===== src/hsot_pkg.sv =====
// ----------------------------------------------------------------------------
// hsot_pkg
// Shared constants and types for the hunt search over an ordered table.
// ----------------------------------------------------------------------------
package hsot_pkg;

    // table geometry
    localparam int TABLE_DEPTH = 64;
    localparam int VALUE_WIDTH = 32;
    localparam int ADDR_W      = $clog2(TABLE_DEPTH);

    // field widths of the request and result
    localparam int POS_W   = 7;
    localparam int INDEX_W = 6;
    // bracket arithmetic needs headroom for lo + 2 * step
    localparam int SPOS_W  = POS_W + 2;

    // command queue between front and back
    localparam int QUEUE_DEPTH = 2;
    localparam int QPTR_W      = (QUEUE_DEPTH > 1) ? $clog2(QUEUE_DEPTH) : 1;
    localparam int QCNT_W      = $clog2(QUEUE_DEPTH + 1);

    // request action codes
    localparam logic ACT_WRITE  = 1'b0;
    localparam logic ACT_SEARCH = 1'b1;

    // table length register reset value
    localparam logic [POS_W-1:0] LENGTH_RESET = POS_W'(TABLE_DEPTH);

    typedef enum logic [1:0] {
        CMD_WRITE,
        CMD_HUNT,
        CMD_BISECT
    } cmd_kind_t;

    // classified command; value is the entry for writes, the key for searches
    typedef struct packed {
        cmd_kind_t                      kind;
        logic [ADDR_W-1:0]              addr;
        logic signed [VALUE_WIDTH-1:0]  value;
        logic [POS_W-1:0]               guess;
        logic [POS_W-1:0]               n;
    } cmd_t;

endpackage


===== src/hsot_front.sv =====
// ----------------------------------------------------------------------------
// hsot_front
// Accepts requests, holds the length register and classifies each request
// into a table write, a hunt from a guess or a plain bisection.
// ----------------------------------------------------------------------------
module hsot_front (
    input  logic                              clk,
    input  logic                              rst_n,
    input  logic                              cfg_we,
    input  logic [hsot_pkg::POS_W-1:0]        cfg_wdata,
    input  logic                              in_valid,
    output logic                              in_ready,
    input  logic                              in_action,
    input  logic [hsot_pkg::INDEX_W-1:0]      in_index,
    input  logic signed [hsot_pkg::VALUE_WIDTH-1:0] in_entry,
    input  logic signed [hsot_pkg::VALUE_WIDTH-1:0] in_key,
    input  logic [hsot_pkg::POS_W-1:0]        in_guess,
    output logic                              cmd_valid,
    input  logic                              cmd_ready,
    output hsot_pkg::cmd_t                    cmd
);
    import hsot_pkg::*;

    logic [POS_W-1:0] len_reg;
    logic             vld_reg, vld_next;
    cmd_t             cmd_reg, cmd_next;
    logic [POS_W-1:0] n_eff;
    logic             guess_ok;
    logic             index_ok;
    logic             take;

    // length register, clamped to 1..depth when used
    always_ff @(posedge clk or negedge rst_n)
    begin
        if (!rst_n)
        begin
            len_reg <= LENGTH_RESET;
        end
        else if (cfg_we)
        begin
            len_reg <= cfg_wdata;
        end
    end

    always_comb
    begin
        priority if (len_reg == '0)
        begin
            n_eff = POS_W'(1);
        end
        else if (len_reg > POS_W'(TABLE_DEPTH))
        begin
            n_eff = POS_W'(TABLE_DEPTH);
        end
        else
        begin
            n_eff = len_reg;
        end
    end

    // classify the incoming request
    assign guess_ok = (in_guess != '0) && (in_guess <= n_eff);
    assign index_ok = ({1'b0, in_index} < (INDEX_W + 1)'(TABLE_DEPTH));

    assign in_ready  = !vld_reg || cmd_ready;
    assign take      = in_valid && in_ready;
    assign cmd_valid = vld_reg;
    assign cmd       = cmd_reg;

    always_comb
    begin
        vld_next = vld_reg;
        cmd_next = cmd_reg;
        if (vld_reg && cmd_ready)
        begin
            vld_next = 1'b0;
        end
        if (take)
        begin
            cmd_next.addr  = ADDR_W'(in_index);
            cmd_next.guess = in_guess;
            cmd_next.n     = n_eff;
            if (in_action == ACT_WRITE)
            begin
                cmd_next.kind  = CMD_WRITE;
                cmd_next.value = in_entry;
                // writes past the table are dropped here
                vld_next       = index_ok;
            end
            else
            begin
                cmd_next.kind  = guess_ok ? CMD_HUNT : CMD_BISECT;
                cmd_next.value = in_key;
                vld_next       = 1'b1;
            end
        end
    end

    // staging register in front of the queue
    always_ff @(posedge clk or negedge rst_n)
    begin
        if (!rst_n)
        begin
            vld_reg <= 1'b0;
        end
        else
        begin
            vld_reg <= vld_next;
        end
    end

    always_ff @(posedge clk)
    begin
        cmd_reg <= cmd_next;
    end

endmodule


===== src/hsot_queue.sv =====
// ----------------------------------------------------------------------------
// hsot_queue
// Short command queue that decouples request intake from the search engine.
// ----------------------------------------------------------------------------
module hsot_queue (
    input  logic           clk,
    input  logic           rst_n,
    input  logic           push_valid,
    output logic           push_ready,
    input  hsot_pkg::cmd_t push_cmd,
    output logic           pop_valid,
    input  logic           pop,
    output hsot_pkg::cmd_t pop_cmd
);
    import hsot_pkg::*;

    cmd_t              slot_reg [QUEUE_DEPTH];
    logic [QPTR_W-1:0] wr_ptr_reg, wr_ptr_next;
    logic [QPTR_W-1:0] rd_ptr_reg, rd_ptr_next;
    logic [QCNT_W-1:0] count_reg, count_next;
    logic              do_push;
    logic              do_pop;

    assign push_ready = (count_reg < QCNT_W'(QUEUE_DEPTH));
    assign pop_valid  = (count_reg != '0);
    assign pop_cmd    = slot_reg[rd_ptr_reg];
    assign do_push    = push_valid && push_ready;
    assign do_pop     = pop && pop_valid;

    // pointer and fill count update
    always_comb
    begin
        wr_ptr_next = wr_ptr_reg;
        rd_ptr_next = rd_ptr_reg;
        count_next  = count_reg;
        if (do_push)
        begin
            wr_ptr_next = (wr_ptr_reg == QPTR_W'(QUEUE_DEPTH - 1)) ? '0
                        : wr_ptr_reg + QPTR_W'(1);
        end
        if (do_pop)
        begin
            rd_ptr_next = (rd_ptr_reg == QPTR_W'(QUEUE_DEPTH - 1)) ? '0
                        : rd_ptr_reg + QPTR_W'(1);
        end
        unique case ({do_push, do_pop})
            2'b10:   count_next = count_reg + QCNT_W'(1);
            2'b01:   count_next = count_reg - QCNT_W'(1);
            default: count_next = count_reg;
        endcase
    end

    always_ff @(posedge clk or negedge rst_n)
    begin
        if (!rst_n)
        begin
            wr_ptr_reg <= '0;
            rd_ptr_reg <= '0;
            count_reg  <= '0;
        end
        else
        begin
            wr_ptr_reg <= wr_ptr_next;
            rd_ptr_reg <= rd_ptr_next;
            count_reg  <= count_next;
        end
    end

    // queue storage
    always_ff @(posedge clk)
    begin
        if (do_push)
        begin
            slot_reg[wr_ptr_reg] <= push_cmd;
        end
    end

    a_count_bound: assert property (@(posedge clk) disable iff (!rst_n)
        count_reg <= QCNT_W'(QUEUE_DEPTH))
        else $error("queue fill count beyond depth");

endmodule


===== src/hsot_back.sv =====
// ----------------------------------------------------------------------------
// hsot_back
// Table memory and search sequencer: order probe, hunt by doubling steps,
// bisection, and the result register.
// ----------------------------------------------------------------------------
module hsot_back (
    input  logic                         clk,
    input  logic                         rst_n,
    input  logic                         q_valid,
    output logic                         q_pop,
    input  hsot_pkg::cmd_t               q_cmd,
    output logic                         res_valid,
    input  logic                         res_ready,
    output logic [hsot_pkg::POS_W-1:0]   res_pos
);
    import hsot_pkg::*;

    typedef enum logic [2:0] {
        ST_IDLE,
        ST_LAST,
        ST_FIRST,
        ST_GUESS,
        ST_UP,
        ST_DOWN,
        ST_BISECT
    } state_t;

    state_t state_reg, state_next;
    logic   out_vld_reg, out_vld_next;
    logic [POS_W-1:0] res_reg, res_next;

    // table memory, read data registered
    logic signed [VALUE_WIDTH-1:0] mem [TABLE_DEPTH];
    logic signed [VALUE_WIDTH-1:0] rdata_reg;
    logic                          mem_we;
    logic [ADDR_W-1:0]             rd_addr;

    // search datapath
    logic signed [VALUE_WIDTH-1:0] key_reg, key_next;
    logic signed [VALUE_WIDTH-1:0] last_reg, last_next;
    logic                          asc_reg, asc_next;
    logic                          hunt_reg, hunt_next;
    logic [POS_W-1:0]              n_reg, n_next;
    logic [POS_W-1:0]              guess_reg, guess_next;
    logic [POS_W-1:0]              p_reg, p_next;
    logic [SPOS_W-1:0]             lo_reg, lo_next;
    logic [SPOS_W-1:0]             hi_reg, hi_next;
    logic [SPOS_W-1:0]             inc_reg, inc_next;

    logic [SPOS_W-1:0] p_wide;
    logic [SPOS_W-1:0] n_wide;
    logic [SPOS_W-1:0] inc2;
    logic [SPOS_W-1:0] hi_step;
    logic [SPOS_W-1:0] mid;
    logic [SPOS_W-1:0] lo_c, hi_c;
    logic              settle;
    logic              finish;
    logic [POS_W-1:0]  fin_val;

    assign p_wide  = SPOS_W'(p_reg);
    assign n_wide  = SPOS_W'(n_reg);
    assign inc2    = {inc_reg[SPOS_W-2:0], 1'b0};
    assign hi_step = hi_reg + inc2;
    assign mid     = (lo_c + hi_c) >> 1;
    assign rd_addr = ADDR_W'(p_next - POS_W'(1));

    assign res_valid = out_vld_reg;
    assign res_pos   = res_reg;

    // sequencer
    always_comb
    begin
        state_next   = state_reg;
        out_vld_next = out_vld_reg;
        res_next     = res_reg;
        key_next     = key_reg;
        last_next    = last_reg;
        asc_next     = asc_reg;
        hunt_next    = hunt_reg;
        n_next       = n_reg;
        guess_next   = guess_reg;
        p_next       = p_reg;
        lo_next      = lo_reg;
        hi_next      = hi_reg;
        inc_next     = inc_reg;
        q_pop        = 1'b0;
        mem_we       = 1'b0;
        lo_c         = lo_reg;
        hi_c         = hi_reg;
        settle       = 1'b0;
        finish       = 1'b0;
        fin_val      = '0;

        if (out_vld_reg && res_ready)
        begin
            out_vld_next = 1'b0;
        end

        unique case (state_reg)
            ST_IDLE:
            begin
                if (q_valid)
                begin
                    if (q_cmd.kind == CMD_WRITE)
                    begin
                        q_pop  = 1'b1;
                        mem_we = 1'b1;
                    end
                    else if (!out_vld_reg)
                    begin
                        // a search starts only with the result slot free
                        q_pop      = 1'b1;
                        key_next   = q_cmd.value;
                        n_next     = q_cmd.n;
                        guess_next = q_cmd.guess;
                        hunt_next  = (q_cmd.kind == CMD_HUNT);
                        p_next     = q_cmd.n;
                        state_next = ST_LAST;
                    end
                end
            end
            ST_LAST:
            begin
                last_next  = rdata_reg;
                p_next     = POS_W'(1);
                state_next = ST_FIRST;
            end
            ST_FIRST:
            begin
                // ascending only when last entry is strictly above the first
                asc_next = (last_reg > rdata_reg);
                if (hunt_reg)
                begin
                    p_next     = guess_reg;
                    state_next = ST_GUESS;
                end
                else
                begin
                    lo_c   = '0;
                    hi_c   = n_wide + SPOS_W'(1);
                    settle = 1'b1;
                end
            end
            ST_GUESS:
            begin
                inc_next = SPOS_W'(1);
                if ((key_reg >= rdata_reg) == asc_reg)
                begin
                    if (guess_reg == n_reg)
                    begin
                        finish  = 1'b1;
                        fin_val = n_reg;
                    end
                    else
                    begin
                        lo_next    = SPOS_W'(guess_reg);
                        hi_next    = SPOS_W'(guess_reg) + SPOS_W'(1);
                        p_next     = guess_reg + POS_W'(1);
                        state_next = ST_UP;
                    end
                end
                else
                begin
                    if (guess_reg == POS_W'(1))
                    begin
                        finish  = 1'b1;
                        fin_val = '0;
                    end
                    else
                    begin
                        hi_next    = SPOS_W'(guess_reg);
                        lo_next    = SPOS_W'(guess_reg) - SPOS_W'(1);
                        p_next     = guess_reg - POS_W'(1);
                        state_next = ST_DOWN;
                    end
                end
            end
            ST_UP:
            begin
                // widen upward by doubling steps
                if ((key_reg >= rdata_reg) == asc_reg)
                begin
                    inc_next = inc2;
                    if (hi_step > n_wide)
                    begin
                        lo_c   = hi_reg;
                        hi_c   = n_wide + SPOS_W'(1);
                        settle = 1'b1;
                    end
                    else
                    begin
                        lo_next = hi_reg;
                        hi_next = hi_step;
                        p_next  = POS_W'(hi_step);
                    end
                end
                else
                begin
                    settle = 1'b1;
                end
            end
            ST_DOWN:
            begin
                // widen downward by doubling steps
                if ((key_reg < rdata_reg) == asc_reg)
                begin
                    inc_next = inc2;
                    if (inc2 >= lo_reg)
                    begin
                        lo_c   = '0;
                        hi_c   = lo_reg;
                        settle = 1'b1;
                    end
                    else
                    begin
                        hi_next = lo_reg;
                        lo_next = lo_reg - inc2;
                        p_next  = POS_W'(lo_reg - inc2);
                    end
                end
                else
                begin
                    settle = 1'b1;
                end
            end
            ST_BISECT:
            begin
                if ((key_reg > rdata_reg) == asc_reg)
                begin
                    lo_c = p_wide;
                end
                else
                begin
                    hi_c = p_wide;
                end
                settle = 1'b1;
            end
            default:
            begin
                state_next = ST_IDLE;
            end
        endcase

        // close the bracket or probe its midpoint
        if (settle)
        begin
            if ((hi_c - lo_c) == SPOS_W'(1))
            begin
                finish  = 1'b1;
                fin_val = POS_W'(lo_c);
            end
            else
            begin
                lo_next    = lo_c;
                hi_next    = hi_c;
                p_next     = POS_W'(mid);
                state_next = ST_BISECT;
            end
        end

        if (finish)
        begin
            out_vld_next = 1'b1;
            res_next     = fin_val;
            state_next   = ST_IDLE;
        end
    end

    // state and result register
    always_ff @(posedge clk or negedge rst_n)
    begin
        if (!rst_n)
        begin
            state_reg   <= ST_IDLE;
            out_vld_reg <= 1'b0;
            res_reg     <= '0;
        end
        else
        begin
            state_reg   <= state_next;
            out_vld_reg <= out_vld_next;
            res_reg     <= res_next;
        end
    end

    // search datapath registers
    always_ff @(posedge clk)
    begin
        key_reg   <= key_next;
        last_reg  <= last_next;
        asc_reg   <= asc_next;
        hunt_reg  <= hunt_next;
        n_reg     <= n_next;
        guess_reg <= guess_next;
        p_reg     <= p_next;
        lo_reg    <= lo_next;
        hi_reg    <= hi_next;
        inc_reg   <= inc_next;
    end

    // table memory: one write port, one registered read port
    always_ff @(posedge clk)
    begin
        if (mem_we)
        begin
            mem[q_cmd.addr] <= q_cmd.value;
        end
        rdata_reg <= mem[rd_addr];
    end

    a_probe_in_table: assert property (@(posedge clk) disable iff (!rst_n)
        (state_reg == ST_GUESS || state_reg == ST_UP || state_reg == ST_DOWN ||
         state_reg == ST_BISECT) |-> (p_reg >= POS_W'(1)) && (p_reg <= n_reg))
        else $error("probe position outside the table");

    a_bisect_inside: assert property (@(posedge clk) disable iff (!rst_n)
        (state_reg == ST_BISECT) |-> (lo_reg < p_wide) && (p_wide < hi_reg))
        else $error("bisection probe outside its bracket");

    a_result_range: assert property (@(posedge clk) disable iff (!rst_n)
        out_vld_reg |-> (res_reg <= n_reg))
        else $error("bracket position beyond table length");

endmodule


===== src/hunt_search_ordered_table_top.sv =====
// ----------------------------------------------------------------------------
// hunt_search_ordered_table_top
// Bracketing hunt search over a loaded ordered table of signed Q16.16 values.
// ----------------------------------------------------------------------------
// Requests arrive on the s_ stream. tuser bit 0 selects a table write (0) or
// a search (1). A write stores one entry and gives no result; a search gives
// one bracket position on the m_ stream. The table length register is to be
// set through cfg_we / cfg_wdata while the block is idle; the block does not
// enforce this. 0 acts as 1 and values above the depth act as the depth.
// Requests pass a staging register and a two-entry queue before the search
// engine, so intake goes on while a result waits for the receiver. A search
// probes the last and the first entry for the order; a hunt then probes the
// guess and widens by doubling steps; bisection steps then narrow the bracket,
// each step bound by one registered read of the table memory. A search waits
// at the queue head while the previous result is still held, so a stalled
// receiver lets the queue and the staging register fill, three requests in
// all, before s_tready drops. Reset empties the queue, drops any held result
// and sets the length to 64; table contents are not cleared and must be
// written before they are searched.
// ----------------------------------------------------------------------------
module hunt_search_ordered_table_top (
    input  logic        clk,
    input  logic        rst_n,
    input  logic        cfg_we,
    input  logic [6:0]  cfg_wdata,   // table_length
    input  logic        s_tvalid,
    output logic        s_tready,
    // entry_index[5:0], entry_value[37:6], search_key[69:38],
    // start_guess[76:70], zero fill[79:77]
    input  logic [79:0] s_tdata,
    input  logic [0:0]  s_tuser,     // action[0]
    output logic        m_tvalid,
    input  logic        m_tready,
    output logic [7:0]  m_tdata      // bracket_position[6:0], zero fill[7]
);
    import hsot_pkg::*;

    cmd_t             front_cmd;
    logic             front_valid;
    logic             front_ready;
    cmd_t             q_cmd;
    logic             q_valid;
    logic             q_pop;
    logic [POS_W-1:0] res_pos;

    // request intake and classification
    hsot_front u_front (
        .clk       (clk),
        .rst_n     (rst_n),
        .cfg_we    (cfg_we),
        .cfg_wdata (cfg_wdata),
        .in_valid  (s_tvalid),
        .in_ready  (s_tready),
        .in_action (s_tuser[0]),
        .in_index  (s_tdata[5:0]),
        .in_entry  (s_tdata[37:6]),
        .in_key    (s_tdata[69:38]),
        .in_guess  (s_tdata[76:70]),
        .cmd_valid (front_valid),
        .cmd_ready (front_ready),
        .cmd       (front_cmd)
    );

    // command queue
    hsot_queue u_queue (
        .clk        (clk),
        .rst_n      (rst_n),
        .push_valid (front_valid),
        .push_ready (front_ready),
        .push_cmd   (front_cmd),
        .pop_valid  (q_valid),
        .pop        (q_pop),
        .pop_cmd    (q_cmd)
    );

    // table memory and search engine
    hsot_back u_back (
        .clk       (clk),
        .rst_n     (rst_n),
        .q_valid   (q_valid),
        .q_pop     (q_pop),
        .q_cmd     (q_cmd),
        .res_valid (m_tvalid),
        .res_ready (m_tready),
        .res_pos   (res_pos)
    );

    assign m_tdata = {1'b0, res_pos};

endmodule

===== config.mk =====
export PLATFORM = sky130hd
export DESIGN_NAME = hunt_search_ordered_table_top
export DESIGN_NICKNAME = d
export VERILOG_FILES = /design/src/hsot_pkg.sv /design/src/hsot_front.sv /design/src/hsot_queue.sv /design/src/hsot_back.sv /design/src/hunt_search_ordered_table_top.sv
export SDC_FILE = /design/constraint.sdc
export NUM_CORES = 2
export LEC_CHECK = 0
export BUFFER_PORTS_ARGS = -buffer_cell sky130_fd_sc_hd__buf_2
export CAP_MARGIN = 20
export CELL_PAD_IN_SITES_DETAIL_PLACEMENT = 0
export CELL_PAD_IN_SITES_GLOBAL_PLACEMENT = 2
export CORE_ASPECT_RATIO = 0.7
export CORE_MARGIN = 2
export CORE_UTILIZATION = 30
export DETAILED_ROUTE_END_ITERATION = 8
export HOLD_SLACK_MARGIN = 0.08
export PLACE_DENSITY = 0.58
export SYNTH_ARGS = -nofsm -noshare
export SYNTH_HDL_FRONTEND = slang
export SYNTH_HIERARCHICAL = 1
export SYNTH_SLANG_ARGS = --single-unit

===== constraint.sdc =====
create_clock -name clk -period 12.9 [get_ports clk]
set_input_delay 0.645 -clock clk [delete_from_list [all_inputs] [get_ports clk]]
set_output_delay 0.645 -clock clk [all_outputs]
set_load 0.01 [all_outputs]

; ---- Word level (Yosys, flattened, before mapping)
; Memory sizes are Yosys's and may differ from the RTL's. A register that Yosys moved wholly into a read port is not among the register bits.
; Cells that the tools add are included.
[classes]
n_addsub = 14
multipliers = 0
div = 0
n_lt_le_gt_ge = 9
n_eq_ne = 17
shift = 0
muxes = 101
bitwise = 2
reduce_logical = 19
[ops]
columns = operator, n
row1 = 9-bit two-way mux, 30
row2 = 7-bit two-way mux, 20
row3 = 9-bit one-hot mux with 4 select lines, 2
row4 = 32-bit greater-than comparator, 2
row5 = 9-bit one-hot mux with 3 select lines, 2
row6 = 7-bit one-hot mux with 6 select lines, 1
row7 = 32-bit greater-or-equal comparator, 1
row8 = 32-bit < comparator, 1
row9 = 32-bit two-way mux, 1
row10 = 3-bit two-way mux, 10
row11 = 1-bit two-way mux, 28
row12 = 8-bit one-hot mux with 3 select lines, 1
row13 = 9-bit subtractor, 2
row14 = "7-bit by 1-bit adder with 8-bit output, second input constant", 2
row15 = 8-bit two-way mux, 2
row16 = 3-bit one-hot mux with 5 select lines, 1
row17 = 9-bit adder, 1
row18 = "3-bit equality test, second input constant", 3
row19 = "9-bit by 1-bit equality test with 1-bit output, second input constant", 1
row20 = 9-bit greater-or-equal comparator, 1
row21 = 9-bit by 7-bit greater-than comparator with 1-bit output, 1
row22 = 8-bit adder, 1
row23 = 2-bit nonzero test, 4
row24 = "7-bit by 1-bit subtractor with 8-bit output, second input constant", 1
row25 = 32 further kinds, 43
[totals]
reg_bits = 190
latch_bits = 0
mem_bits_rw = 2156
romBits = 0
in_bits = 93
out_inout_bits = 10
word_cells = 187
mem_count = 2
[mem_list]
columns = memory, words, width, read_ports, rd_clocked_by_memory_dff, wr, line_no
row1 = u_back.mem, 64, 32, 1, 1, 1, hsot_back.sv:33  ; logic signed [VALUE_WIDTH-1:0] mem [TABLE_DEPTH];
row2 = u_queue.slot_reg, 2, 54, 1, 0, 1, hsot_queue.sv:17  ; cmd_t slot_reg [QUEUE_DEPTH];

; ---- Longest topological paths before layout
[depth]
word_depth = 10
ltp_mapped = 53
ltp_nobuf = 43

; ---- Cells and area by module
; The synthesis kept the hierarchy.
[modules_own_cells]
columns = mod, n_inst, cells_each, area_per_inst_um2, seq_area_each_um2
row1 = hsot_back, 1, 4821, 89052.9, 65557.9
row2 = hsot_queue, 1, 185, 4339.2, 3343.2
row3 = hsot_front, 1, 149, 2691.3, 1823.0
row4 = hunt_search_ordered_table_top, 1, 2, 11.3, 0.0

; ---- Worst setup path after synthesis
; Ideal clock, no wire load.
[synth_path]
path_kind = reg-to-reg
startpoint = register u_back.hi_reg[1]
endpoint = register u_back.rdata_reg[2], read port of u_back.mem
setup_ns = 0.123
arrival_time_ns = 9.741
required_time_ns = 12.777
slack_ns = 3.036
path_stages_with_launch = 49
path_buffers = 11
period_less_slack_ns = 9.864
cell_sequence = dfxtp_1 -> ha_1 -> inv_1 -> fa_1 -> nor2b_1 -> o31a_1 -> a21oi_1 -> ha_1 -> a21o_1 -> a21oi_1 -> nand3_1 -> o2bb2ai_1 -> or3_1 -> nand2_1 -> nor2_1 -> clkbuf_1 -> a221oi_1 -> nand2_1 -> [13 not listed] -> buf_4 -> o21ai_4 -> inv_4 -> buf_6 -> buf_6 -> buf_6 -> buf_4 -> buf_4 -> ha_1 -> inv_1 -> clkbuf_1 -> clkbuf_1 -> clkbuf_1 -> clkbuf_1 -> mux4_2 -> a221oi_1 -> o32ai_1 -> nand3b_1
[synth_via]
elab_chain_cells = 10
elab_cells_between_ends = 24
cone_classes = 4 x add/sub / 1 x order compare / 1 x eq/ne / 18 x mux
[synth_lines]
columns = item, line_no
row1 = "start, declared", hsot_back.sv:47  ; logic [SPOS_W-1:0] hi_reg, hi_next;
row2 = "start signal, assigned", hsot_back.sv:297  ; hi_reg <= hi_next;
row3 = 9-bit adder, hsot_back.sv:63  ; assign hi_step = hi_reg + inc2;
row4 = 9-bit by 7-bit greater-than comparator with 1-bit output, hsot_back.sv:184  ; if (hi_step > n_wide)
row5 = 9-bit two-way mux, hsot_back.sv:184
row6 = 9-bit two-way mux, hsot_back.sv:181  ; if ((key_reg >= rdata_reg) == asc_reg)
row7 = 9-bit one-hot mux with 4 select lines, hsot_back.sv:99  ; unique case (state_reg)
row8 = 9-bit subtractor, hsot_back.sv:247  ; if ((hi_c - lo_c) == SPOS_W'(1))
row9 = 9-bit by 1-bit equality test with 1-bit output, hsot_back.sv:247
row10 = 7-bit two-way mux, hsot_back.sv:247
row11 = 7-bit two-way mux *, hsot_back.sv:245  ; if (settle)
row12 = 6-bit by 1-bit subtractor with 6-bit output *, hsot_back.sv:65  ; assign rd_addr = ADDR_W'(p_next - POS_W'(1));
row13 = "end, declared", hsot_back.sv:34  ; logic signed [VALUE_WIDTH-1:0] rdata_reg;
; Every way passes the cells marked *; elsewhere a longest branch is shown, timed or not.
; A chain may end at the register's enable or synchronous reset.

; ---- Worst setup path in the final report
[layout_path]
startpoint = register u_back.hi_reg[1]
endpoint = register u_back.rdata_reg[19], read port of u_back.mem
; Same word-level chain as after synthesis.

==> flow_metrics.env <==
export IMPL_antenna_found_initial=40
export IMPL_postSynth_asyncResetShare_pct=0.967
export IMPL_synth_cell_types=107
export IMPL_viasPerCell=5.38
export IMPL_final_setup_worst_slack_ns=0.668
export IMPL_path_class="register to register"
export IMPL_hpwl_um=188000
export IMPL_cp_common_cell="a21oi_1"
export IMPL_die_h_um=478
export IMPL_synth_xor_xnor_area_share_pct=0.400
export IMPL_crit_required_ns=13.65
export IMPL_path_clk_slew_ns=0.07
export IMPL_clockRootBuffer="clkbuf_16"
export IMPL_muxShareOfSynthArea_pct=12.4
export IMPL_drt_pass1_iterations=7
export IMPL_cap_violations=0
export IMPL_largest_reg_flops=2048
export IMPL_clock_sinks=2378
export IMPL_hold_viol=0
export IMPL_drive_above_1_share_pct=23.3
export IMPL_routed_wl_um=320000
export IMPL_max_stage_delay_ns=0.80
export IMPL_avgSynthCellArea_um2=18.6
export IMPL_ys_top_cells_by_count="edfxtp_1 (2,298), mux4_2 (414), nand2_1 (350)"
export IMPL_max_clock_freq_mhz=81.8
export IMPL_period_needed_ns=12.23
export IMPL_syn_inst=5157
export IMPL_dieArea_mm2=0.325
export IMPL_grt_busiest_layer="met1"
export IMPL_setup_violations=0
export IMPL_h_tree_depth=4
export IMPL_grt_pass1_wl_um=436000
export IMPL_synth_area_leaders="edfxtp_1 (72%), mux4_2 (9.7%), ha_1 (1.5%), nand2_1 (1.4%), mux2i_1 (1.2%)"
export IMPL_wl_per_cell_um=32.0
export IMPL_vias=53768
export IMPL_areaGrowthSynthToFinish_pct=16.1
export IMPL_skew_ns=0.0465
export IMPL_dp_cells=9469
export IMPL_crit_path_start_kind="register"
export IMPL_drtAntennaViolNets=0
export IMPL_globalRouteMet1Util_pct=30.3
export IMPL_grt_start_max_net_pins=97
export IMPL_syn_area_mm2=0.0961
export IMPL_min_path_type="input port to register"
export IMPL_met3_usage_pct=4.32
export IMPL_gr_total_overflow=0
export IMPL_synth_compound_area_share_pct=6.12
export IMPL_insertion_delay_ns=0.89
export IMPL_cts_buffers=228
export IMPL_cp_data_arrival_time_ns=12.98
export IMPL_slew_viol_final=0
export IMPL_worstMarginPinSlew_ns=1.36
export IMPL_min_period_over_period_pct=94.8
export IMPL_rsz0062_at_grt="no"
export IMPL_synth_simple_gate_area_share_pct=3.85
export IMPL_status="finished, final reports clean"
export IMPL_synthAdderAreaFrac_pct=1.57
export IMPL_fin_cells=9995
export IMPL_synth_edff_count=2298
export IMPL_synth_top_family_by_area="multiplexers"
export IMPL_cp_max_fo=47
export IMPL_final_setup_tns_ns=0
export IMPL_synth_top_area_share_pct=71.8
export IMPL_synth_area_leader_cell="edfxtp_1"
export IMPL_final_nets=5801
export IMPL_grt_usage_pct=19.3
export IMPL_seq_area_frac_synth_pct=73.6
export IMPL_synth_seq_cells=2378
export IMPL_crit_path_top_delay_cell="nor2_1"
export IMPL_ioPinCount=103
export IMPL_post_place_ws_ns=0.536
export IMPL_syn_nets=5368
export IMPL_ys_flop_type="edfxtp_1"
export IMPL_placementRows=173
export IMPL_first_iter_violations=7429
export IMPL_ys_warn_count=6
export IMPL_die_w_um=680
export IMPL_synth_most_common_cell="edfxtp_1"
export IMPL_coreArea_mm2=0.318
export IMPL_start_util_pct=30.2
export IMPL_clockBufferDepth=4
export IMPL_route_detailed_drc=0
export IMPL_cts_setup_buffers=0
export IMPL_grt_pass1_vias=51978
export IMPL_end_kind="register"
export IMPL_relSlewSlack_pct=8.36
export IMPL_grt_use_met2_pct=27.3
export IMPL_port_buffers=98
export IMPL_gp_congestion=0.855
export IMPL_cts_tree="built"
[layout make-up]
class	count	area, um2
tap	4200	5260
antenna	19	47.5
inverter	103	410
fill	29831	206000
clock inverter	122	997
timing repair buffer	469	3870
multi-input combinational	2410	24100
clock buffer	294	6150
sequential	2378	70700
[worst paths after layout]
path | to | slack (ns) | start | cells past startpoint
worst min register to register | u_back/last_reg[1] | 0.44 | u_back/rdata_reg[1] | 0
max in group asynchronous | u_queue/rd_ptr_reg | 12.02 | rst_n | 2
worst max register to register | u_back/rdata_reg[19] | 0.67 | u_back/hi_reg[1] | 42
worst max-delay path | u_back/rdata_reg[19] | 0.67 | u_back/hi_reg[1] | 42
worst min-delay path | u_front/len_reg[3] | 0.16 | cfg_we | 2
min in group asynchronous | u_back/res_valid | 0.36 | rst_n | 2
[through the flow]
stage	utilization, %	hold slack (ns)	area, um2
final	35.1	0.156	112000
after detailed placement	32.5	0.420	103000
after global placement	32.5	0.416	103000
after global routing	35.1	0.131	111000
after CTS	35.0	0.0961	111000
after floorplan	-	0.349	96100
[worst max-delay path, delay by kind of cell, from the launching register on]
family / cells / cell delay [ns]
muxes: 1 / 0.25
adders and majority gates: 5 / 1.63
DFF: 1 / 0.54
AOI/OAI and AO/OA: 18 / 4.85
buffers and inverters: 5 / 0.93
and+or+nand+nor: 13 / 3.79
[what timing repair did]
item,in CTS,in global routing
setup endpoints to repair,0,4
hold endpoints to repair,76,0
gates resized for setup,0,4
hold buffers,89,0
[layer usage]
metal  wire [um]  vias up
li1            -    22076
met3       30500      326
met2      134000     2246
met1      150000    29110
met5          69        -
met4        5390       10
[placed cells by master, fill, tap and decap left out, drive strengths merged, types with 62 or more instances in the layout]
master,count
edfxtp,2298
mux4,414
buf,380
nand2,350
clkbuf,294
a21oi,191
nor2,174
mux2i,118
ha,114
inv,107
mux2,102
clkinv,96
dlygate4sd3,89
o21ai,88
nand3,75
a22oi,62
[kinds of logic (layout without fill, tap and decap cells)]
kind of cell	after synthesis	in the layout
flip-flops	2378	2378
adder cells (fa/ha/maj)	118	118
multiplexers	634	634
XOR/XNOR	43	43
other	1	20
AND/OR/NAND/NOR	805	805
AO/OA/AOI/OAI	809	809
buffers and inverters	369	988
Power is not shown: default switching activity piles up to over one toggle a cycle in this logic, so the estimate is an artifact.
